===== src/sv/rtfp_pkg.sv =====
// Package for the radar target frame parser: frame byte codes, parse phases,
// record slot codes and the result type. No dependencies.
`default_nettype none

package rtfp_pkg;

    localparam logic [7:0]  HDR_BYTE      = 8'hA5;
    localparam logic [7:0]  CMD_BYTE      = 8'h82;
    localparam logic [7:0]  OP_BYTE       = 8'h00;
    localparam logic [15:0] MAX_LEN_RESET = 16'd802;
    localparam logic [15:0] CYCLE_BYTES   = 16'd2;

    localparam int REC_BYTES     = 8;
    localparam int SLOT_W        = $clog2(REC_BYTES);

    localparam logic [SLOT_W-1:0] SLOT_Y_LO   = SLOT_W'(2);
    localparam logic [SLOT_W-1:0] SLOT_Y_HI   = SLOT_W'(3);
    localparam logic [SLOT_W-1:0] SLOT_SNR_LO = SLOT_W'(6);
    localparam logic [SLOT_W-1:0] SLOT_SNR_HI = SLOT_W'(7);

    typedef enum logic [7:0] {
        PH_HDR1    = 8'b0000_0001,
        PH_HDR2    = 8'b0000_0010,
        PH_CMD     = 8'b0000_0100,
        PH_OP      = 8'b0000_1000,
        PH_LEN_LO  = 8'b0001_0000,
        PH_LEN_HI  = 8'b0010_0000,
        PH_PAYLOAD = 8'b0100_0000,
        PH_CHECK   = 8'b1000_0000
    } phase_t;

    typedef struct packed {
        logic        valid;
        logic        status;
        logic        has_target;
        logic [15:0] min_y_cm;
    } result_t;

endpackage

`default_nettype wire


===== src/sv/radar_target_frame_parser.sv =====
// Top level of the radar target frame parser: byte input register, parser core,
// result register and the payload-limit configuration register.
// Depends on rtfp_pkg and rtfp_core.
// Data path: a byte request is registered in the input register, parsed by the core from
// there, and a frame's result is loaded into the result register. Throughput: one byte per
// cycle, held back only while a finished result waits. Reset clears all control state and sets the limit to 802.
`default_nettype none

module radar_target_frame_parser (
    input  wire logic        clk,
    input  wire logic        rst_n,
    input  wire logic        in_valid,
    output logic             in_ready,
    input  wire logic [7:0]  rx_byte,
    input  wire logic        cfg_valid,
    output logic             cfg_ready,
    input  wire logic [15:0] cfg_data,
    output logic             out_valid,
    input  wire logic        out_ready,
    output logic             status,
    output logic             has_target,
    output logic [15:0]      min_y_cm
);
    import rtfp_pkg::*;

    logic        byte_valid_reg, byte_valid_next;
    logic [7:0]  byte_reg;
    logic [15:0] max_len_reg;
    result_t     res_reg;
    logic        out_valid_reg,  out_valid_next;
    result_t     core_res;
    logic        advance;
    logic        load;

    rtfp_core u_core (
        .clk     (clk),
        .rst_n   (rst_n),
        .step    (byte_valid_reg && advance),
        .byte_in (byte_reg),
        .max_len (max_len_reg),
        .result  (core_res)
    );

    assign advance         = !(core_res.valid && out_valid_reg && !out_ready);
    assign in_ready        = !byte_valid_reg || advance;
    assign cfg_ready       = 1'b1;
    assign load            = byte_valid_reg && advance && core_res.valid;
    assign byte_valid_next = in_valid || (byte_valid_reg && !advance);
    assign out_valid_next  = load || (out_valid_reg && !out_ready);

    always_ff @(posedge clk or negedge rst_n)
    begin
        if (!rst_n)
        begin
            byte_valid_reg <= 1'b0;
            out_valid_reg  <= 1'b0;
            max_len_reg    <= MAX_LEN_RESET;
        end
        else
        begin
            if (in_ready)
            begin
                byte_valid_reg <= byte_valid_next;
            end
            out_valid_reg <= out_valid_next;
            if (cfg_valid && cfg_ready)
            begin
                max_len_reg <= cfg_data;
            end
        end
    end

    always_ff @(posedge clk)
    begin
        if (in_valid && in_ready)
        begin
            byte_reg <= rx_byte;
        end
        if (load)
        begin
            res_reg <= core_res;
        end
    end

    assign out_valid  = out_valid_reg;
    assign status     = res_reg.status;
    assign has_target = res_reg.has_target;
    assign min_y_cm   = res_reg.min_y_cm;

`ifndef SYNTHESIS
    a_stall_only_on_full_out: assert property (@(posedge clk) disable iff (!rst_n)
        !in_ready |-> (out_valid && !out_ready))
        else $error("input stalled without a waiting result");
    a_accept_fills_stage: assert property (@(posedge clk) disable iff (!rst_n)
        (in_valid && in_ready) |=> byte_valid_reg)
        else $error("accepted byte lost from the input register");
    a_taken_result_clears: assert property (@(posedge clk) disable iff (!rst_n)
        (out_valid && out_ready && !load) |=> !out_valid)
        else $error("result presented twice");
    a_result_needs_byte: assert property (@(posedge clk) disable iff (!rst_n)
        load |-> (byte_valid_reg && core_res.valid))
        else $error("result loaded without a checksum byte");
`endif

endmodule

`default_nettype wire


===== src/sv/rtfp_core.sv =====
// Per-byte frame parsing state machine with checksum and minimum-Y tracking.
// Depends on rtfp_pkg for byte codes, phases and the result type.
`default_nettype none

module rtfp_core (
    input  wire logic             clk,
    input  wire logic             rst_n,
    input  wire logic             step,
    input  wire logic [7:0]       byte_in,
    input  wire logic [15:0]      max_len,
    output rtfp_pkg::result_t     result
);
    import rtfp_pkg::*;

    phase_t            phase_reg,        phase_next;
    logic [7:0]        sum_reg,          sum_next;
    logic [15:0]       len_reg,          len_next;
    logic [15:0]       pos_reg,          pos_next;
    logic [7:0]        y_lo_reg,         y_lo_next;
    logic [15:0]       rec_y_reg,        rec_y_next;
    logic              rec_y_seen_reg,   rec_y_seen_next;
    logic [7:0]        snr_lo_reg,       snr_lo_next;
    logic [15:0]       min_y_reg,        min_y_next;
    logic              found_reg,        found_next;

    logic [15:0]       len_full;
    logic [SLOT_W-1:0] slot;
    logic [15:0]       snr;

    assign len_full = {byte_in, len_reg[7:0]};
    assign slot     = pos_reg[SLOT_W-1:0] - SLOT_W'(2);
    assign snr      = {byte_in, snr_lo_reg};

    always_comb
    begin
        phase_next      = phase_reg;
        sum_next        = sum_reg;
        len_next        = len_reg;
        pos_next        = pos_reg;
        y_lo_next       = y_lo_reg;
        rec_y_next      = rec_y_reg;
        rec_y_seen_next = rec_y_seen_reg;
        snr_lo_next     = snr_lo_reg;
        min_y_next      = min_y_reg;
        found_next      = found_reg;
        case (phase_reg)
            PH_HDR1:
            begin
                if (byte_in == HDR_BYTE)
                begin
                    sum_next   = byte_in;
                    phase_next = PH_HDR2;
                end
            end
            PH_HDR2:
            begin
                sum_next   = sum_reg + byte_in;
                phase_next = (byte_in == HDR_BYTE) ? PH_CMD : PH_HDR1;
            end
            PH_CMD:
            begin
                sum_next   = sum_reg + byte_in;
                phase_next = (byte_in == CMD_BYTE) ? PH_OP : PH_HDR1;
            end
            PH_OP:
            begin
                sum_next   = sum_reg + byte_in;
                phase_next = (byte_in == OP_BYTE) ? PH_LEN_LO : PH_HDR1;
            end
            PH_LEN_LO:
            begin
                len_next   = {8'd0, byte_in};
                sum_next   = sum_reg + byte_in;
                phase_next = PH_LEN_HI;
            end
            PH_LEN_HI:
            begin
                len_next = len_full;
                sum_next = sum_reg + byte_in;
                if (len_full > max_len)
                begin
                    phase_next = PH_HDR1;
                end
                else
                begin
                    pos_next        = 16'd0;
                    min_y_next      = 16'd0;
                    found_next      = 1'b0;
                    rec_y_seen_next = 1'b0;
                    phase_next      = (len_full == 16'd0) ? PH_CHECK : PH_PAYLOAD;
                end
            end
            PH_PAYLOAD:
            begin
                sum_next = sum_reg + byte_in;
                if (pos_reg >= CYCLE_BYTES)
                begin
                    case (slot)
                        SLOT_Y_LO:   y_lo_next = byte_in;
                        SLOT_Y_HI:
                        begin
                            rec_y_next      = {byte_in, y_lo_reg};
                            rec_y_seen_next = 1'b1;
                        end
                        SLOT_SNR_LO: snr_lo_next = byte_in;
                        SLOT_SNR_HI:
                        begin
                            if (rec_y_seen_reg && snr != 16'd0)
                            begin
                                if (!found_reg || rec_y_reg < min_y_reg)
                                begin
                                    min_y_next = rec_y_reg;
                                end
                                found_next      = 1'b1;
                                rec_y_seen_next = 1'b0;
                            end
                        end
                        default: ;
                    endcase
                end
                pos_next = pos_reg + 16'd1;
                if (pos_next >= len_reg)
                begin
                    phase_next = PH_CHECK;
                end
            end
            PH_CHECK:    phase_next = PH_HDR1;
            default:     phase_next = PH_HDR1;
        endcase
    end

    always_comb
    begin
        result.valid      = (phase_reg == PH_CHECK);
        result.status     = (sum_reg != byte_in);
        result.has_target = found_reg;
        result.min_y_cm   = min_y_reg;
    end

    always_ff @(posedge clk or negedge rst_n)
    begin
        if (!rst_n)
        begin
            phase_reg      <= PH_HDR1;
            sum_reg        <= 8'd0;
            len_reg        <= 16'd0;
            pos_reg        <= 16'd0;
            y_lo_reg       <= 8'd0;
            rec_y_reg      <= 16'd0;
            rec_y_seen_reg <= 1'b0;
            snr_lo_reg     <= 8'd0;
            min_y_reg      <= 16'd0;
            found_reg      <= 1'b0;
        end
        else if (step)
        begin
            phase_reg      <= phase_next;
            sum_reg        <= sum_next;
            len_reg        <= len_next;
            pos_reg        <= pos_next;
            y_lo_reg       <= y_lo_next;
            rec_y_reg      <= rec_y_next;
            rec_y_seen_reg <= rec_y_seen_next;
            snr_lo_reg     <= snr_lo_next;
            min_y_reg      <= min_y_next;
            found_reg      <= found_next;
        end
    end

endmodule

`default_nettype wire

===== config.mk =====
export PLATFORM = sky130hd
export DESIGN_NAME = radar_target_frame_parser
export DESIGN_NICKNAME = d
export VERILOG_FILES = /design/src/sv/rtfp_pkg.sv /design/src/sv/radar_target_frame_parser.sv /design/src/sv/rtfp_core.sv
export SDC_FILE = /design/constraint.sdc
export NUM_CORES = 1
export LEC_CHECK = 0
export BUFFER_PORTS_ARGS = -buffer_cell sky130_fd_sc_hd__buf_2
export CAP_MARGIN = 15
export CORE_MARGIN = 8
export CORE_UTILIZATION = 65
export CTS_BUF_LIST = sky130_fd_sc_hd__clkbuf_8
export CTS_CLUSTER_DIAMETER = 100
export DETAILED_ROUTE_END_ITERATION = 6
export PLACE_DENSITY = 0.85
export REMOVE_ABC_BUFFERS = 1
export SLEW_MARGIN = 15
export SYNTH_ARGS = -nofsm -noshare
export SYNTH_HDL_FRONTEND = slang
export SYNTH_SLANG_ARGS = --single-unit

===== constraint.sdc =====
create_clock -name clk -period 4.29 [get_ports clk]
set_input_delay 0.429 -clock clk [delete_from_list [all_inputs] [get_ports clk]]
set_output_delay 0.429 -clock clk [all_outputs]
set_load 0.02 [all_outputs]

## Word-level counts from Yosys, hierarchy flattened

Cells that the tools add are included.

| word-level totals | value |
|---|---|
| bits in registers | 142 |
| output and inout bits | 21 |
| logic and storage cells | 111 |

| cells by class | value |
|---|---|
| $add $sub $neg | 3 |
| $lt $le $gt $ge | 4 |
| equal/unequal tests | 24 |
| multiplexer cells | 27 |
| bitwise operators | 1 |
| reductions and logical operators | 34 |

Operators by type and width:

| kind | number |
|---|---|
| 16-bit case mux with 2 select lines | 3 |
| 16-bit two-way mux | 5 |
| 8-bit case mux with 7 select lines | 1 |
| 8-bit two-way mux | 5 |
| 8-bit == test, second input constant | 3 |
| 16-bit by 1-bit adder with 16-bit output, second input constant | 1 |
| 16-bit >= comparator | 1 |
| 16-bit by 2-bit >= comparator with 1-bit output, second input constant | 1 |
| 16-bit > comparator | 1 |
| 16-bit logical NOT | 1 |
| 16-bit < comparator | 1 |
| 8-bit case mux with 2 select lines | 1 |
| 16-bit nonzero test | 1 |
| 3-bit AND reduction | 4 |
| 4-bit AND reduction | 3 |
| 6-bit AND reduction | 2 |
| 2-bit by 1-bit != test with 1-bit output, second input constant | 5 |
| 8-bit adder | 1 |
| 8-bit by 1-bit == test with 1-bit output, second input constant | 1 |
| 8-bit by 2-bit == test with 1-bit output, second input constant | 1 |
| 8-bit by 3-bit == test with 1-bit output, second input constant | 1 |
| 8-bit by 4-bit == test with 1-bit output, second input constant | 1 |
| 8-bit by 5-bit == test with 1-bit output, second input constant | 1 |
| 8-bit by 6-bit == test with 1-bit output, second input constant | 1 |
| other kinds (22) | 47 |

## Depth between registers and ports, before layout

| depth | value |
|---|---|
| depth in word-level cells | 7 |
| mapped depth | 13 |
| gate-level depth less buffers | 13 |

## Hierarchy

From an unflattened synthesis, not the netlist that was laid out.

| unflattened totals | value |
|---|---|
| cells, all modules | 657 |
| area total of the unflattened synthesis | 7505.9 um^2 |

By module, submodules not included:

| module | times used | cells each | area an instance (um^2) |
|---|---|---|---|
| rtfp_core | 1 | 585 | 5960.7 |
| radar_target_frame_parser | 1 | 72 | 1545.2 |

## Least setup slack after synthesis

No wires, ideal clock.

| timing | value |
|---|---|
| kind | flip-flop to flip-flop |
| from | register u_core.pos_reg[2] |
| to | register u_core.phase_reg[1] |
| library setup time | 0.125 ns |
| data arrival time | 2.774 ns |
| data required time | 4.165 ns |
| path slack | 1.392 ns |
| stages on the path, launching flop included | 14 |
| buffers on the path | 0 |
| cells stage by stage | dfrtp_1 -> ha_1 -> nand2_1 -> nor2_1 -> nand2_1 -> nor2_1 -> xor2_1 -> ha_1 -> a21o_1 -> a21o_1 -> a211oi_1 -> o31ai_1 -> nand2_1 -> mux2_2 |

| on the way | value |
|---|---|
| longest elaborated chain between the ends | 4 |

Ends and longest elaborated chain:

| element | RTL line | text |
|---|---|---|
| start: declaration | rtfp_core.sv:18 | `logic [15:0] pos_reg, pos_next;` |
| start signal: assignment | rtfp_core.sv:160 | `pos_reg <= pos_next;` |
| 16-bit by 1-bit adder with 16-bit output | rtfp_core.sv:121 | `pos_next = pos_reg + 16'd1;` |
| 16-bit >= comparator | rtfp_core.sv:122 | `if (pos_next >= len_reg)` |
| 2-bit by 1-bit != test with 1-bit output (no line) | n/a |  |
| 3-bit AND reduction (no line) | n/a |  |
| end signal: assignment | rtfp_core.sv:157 | `phase_reg <= phase_next;` |
| end: declaration | rtfp_core.sv:15 | `phase_t phase_reg, phase_next;` |

Every way passes these cells.
A chain may end at the register's enable or synchronous reset.

## Worst setup path in the final report

| timing | value |
|---|---|
| from | register u_core.pos_reg[1] |
| to | register u_core.phase_reg[6] |

Same word-level chain as after synthesis.

==> out/metrics.yaml <==
outcome: "finished, final reports clean"
yosysSeqAreaShare: 0.493
synth_edf_count: 26
synth_top_area_frac: 0.371
grt_max_degree: 66
cts-root-buf: "clkbuf_8"
via_per_inst: 6.05
drt_iter0_markers: 468
place_congestion: 0.913
drive_above_1_share: 0.196
yosysTopAreaCell: "dfrtp_1"
num_rows: 39
cp-start-kind: "register"
hpwl_um: 11900
route.vias.total: 5472
wl_per_cell_um: 18.7
syn_inst: 692
rsz0062_at_grt: "false"
dp_slack_ns: 0.884
p_per_area_nw_per_um2: 389
clkPwrFrac: 0.381
placement.io_buffers: 48
final-setup-viol-count: 0
rrSetupSlack_ns: 0.75
fp.coreArea_um2: 11300
path_buf_inv: 0
switching_share: 0.263
r2r_cells: 13
die_area_um2: 15200
io_pins: 50
start_util: 0.661
power_frac_seq: 0.462
cp_common_cell: "nand2_1"
antenna_found_initial: 0
ys_ff_latch: 142
finClkSkew_ns: 0.0124
fin_crit_sh: 0.824
ys.flop_type: "dfrtp_1"
fmax_mhz: 283
worstSetupStartpoint: "u_core.pos_reg[1]"
critical_path.top_delay_family: "simple AND/OR/NAND/NOR gates"
post_cts_buffers: 0
htree_levels: 4
final.setup.worst_slack_ns: 0.753
avgSynthCellArea_um2: 10.8
worst-path-max-fanout: 7
slew_viol_final: 0
die_h_um: 123
area_growth_pct: 11.6
grt_pass1_wl_um: 27800
crit_required_ns: 4.64
ant_nets: 0
drc: 0
slew-limit-headroom: 0.446
die_w_um: 123
mostFrequentLayoutCell: "dfrtp_1"
synthArstFlopShare: 0.817
insertedDiodeCount: 0
grtUsageTotal: 0.238
tightest_slew_ns: 0.831
nNetsFinal: 837
fin_setup_tns_ns: 0
routed_wl_um: 16900
first_pass_iters: 5
internal_power_mw: 2.40
min_path_type: "in2async"
layout.cells.non_filler: 904
cts_resized: 0
layout_common_cells: "dfrtp_1 (111), nand2_1 (80), ha_1 (59)"
synth.yosys.warnings: 0
grt_pass1_vias: 5675
crit_path_end_kind: "register"
synthTopCellsByArea: "dfrtp_1 (37%), edfxtp_1 (10%), ha_1 (9.9%)"
timing.rr.start: "u_core.pos_reg[1]"
combPwrFrac: 0.157
path_clk_slew_ns: 0.08
cts_buffers: 17
cts_buffer_depth: 2
clk_latency_ns: 0.46
dp_cells: 872
synth_cell_type_count: 66
hold_violations: 0
reg2reg_to: "u_core.phase_reg[6]"
cts_tree: "done"
hold_buffers: 0
cp.arrival_ns: 3.89
slowest_stage: "dfrtp_1"
crit_chain: "ha_1 -> nand2_1 -> nor2_1 -> nand2_1 -> nor2_1 -> xor2_1 -> ha_1 -> a21o_1 -> a21o_1 -> a211oi_1 -> o31ai_1 -> nand2_1 -> mux2_2"
ir_drop_mv: 0.277
cp_slowest_stage_delay_ns: 0.46
cts.sinks: 142
p_switching_mw: 0.855
min_period_ns: 3.54
synth.cell_area_um2: 7480
critPathKind: "reg2reg"
globalRouteOverflowTotal: 0
leakage_nw: 3.83
maxCapViolCount: 0
cells in the mapped netlist (2+ instances only):
library cell / instances
ha_1: 59
nand2_1: 80
o22ai_1: 2
nor3b_1: 3
dfstp_2: 5
nor3_1: 7
a22o_1: 18
and3b_1: 2
edfxtp_1: 26
and3_1: 5
a21o_1: 9
buf_4: 2
a41oi_1: 2
nor3_2: 3
a31o_2: 2
nand2b_1: 7
clkbuf_1: 18
and2_1: 2
or3_1: 2
a211oi_1: 4
dfrtp_1: 111
nor2_1: 29
buf_6: 2
o211ai_1: 3
a21boi_0: 2
nor4_1: 11
a21oi_1: 29
nand3_1: 18
mux2i_1: 21
o21ai_0: 43
nand4_1: 9
a31oi_1: 2
xnor2_1: 11
o21ai_1: 4
nor2b_1: 7
inv_1: 55
xor2_1: 9
mux2_2: 40
metal layers:
metal / track usage / wire length (um) / part of all wire / vias to the layer above
met5: 0 / 0 / 0 / -
met3: 0.0580 / 1030 / 0.061 / 43
met1: 0.298 / 7270 / 0.43 / 2677
met2: 0.382 / 8080 / 0.48 / 179
li1: - / - / - / 2573
met4: 0.119 / 517 / 0.031 / 0
stage by stage:
stage | util | area, um2 | hold WS [ns] | power [mW]
after detailed placement | 0.696 | 7880 | 0.432 | 2.03
after global routing | 0.738 | 8350 | 0.120 | 3.39
after global placement | 0.696 | 7880 | 0.433 | 2.00
after CTS | 0.738 | 8350 | 0.0986 | 3.26
final | 0.738 | 8350 | 0.0854 | 3.25
after floorplan | - | 7370 | 0.133 | 1.88
final cells by class:
cell class | instances | area, um2
Clock buffer | 20 | 275
Clock inverter | 12 | 194
Fill cell | 770 | 2970
Inverter | 55 | 206
Multi-Input combinational cell | 472 | 3480
Sequential cell | 142 | 3690
Tap cell | 143 | 179
Timing Repair Buffer | 60 | 333
how the worst max path moves through the flow:
| stage | to | slack [ns] | cells past startpoint |
|---|---|---|---|
| floorplan | u_core.min_y_reg[0] | 1.38 | 8 |
| global placement | u_core.phase_reg[2] | 1.08 | 13 |
| detailed placement | u_core.phase_reg[6] | 0.88 | 13 |
| CTS | u_core.phase_reg[6] | 0.85 | 13 |
| global route | u_core.phase_reg[2] | 0.61 | 13 |
| finish | u_core.phase_reg[6] | 0.75 | 13 |
power groups by stage:
stage	Combinational (mW)	Clock (mW)	Sequential (mW)
floorplan	0.367	0	1.51
global placement	0.477	0	1.52
detailed placement	0.502	0	1.53
CTS	0.508	1.25	1.50
global route	0.577	1.30	1.51
finish	0.510	1.24	1.50
cell families (layout without fill, tap and decap cells):
logic type | after synthesis | count (layout) | share of synthesized area
AO/OA/AOI/OAI | 135 | 135 | 0.120
XOR/XNOR | 20 | 20 | 0.0234
adder cells (fa/ha/maj) | 60 | 60 | 0.101
buffers and inverters | 78 | 147 | 0.0423
flip-flops | 142 | 142 | 0.493
multiplexers | 61 | 61 | 0.0883
other | 1 | 1 | 0.000501
AND/OR/NAND/NOR | 195 | 195 | 0.131
(Power assumes the default switching activity.)
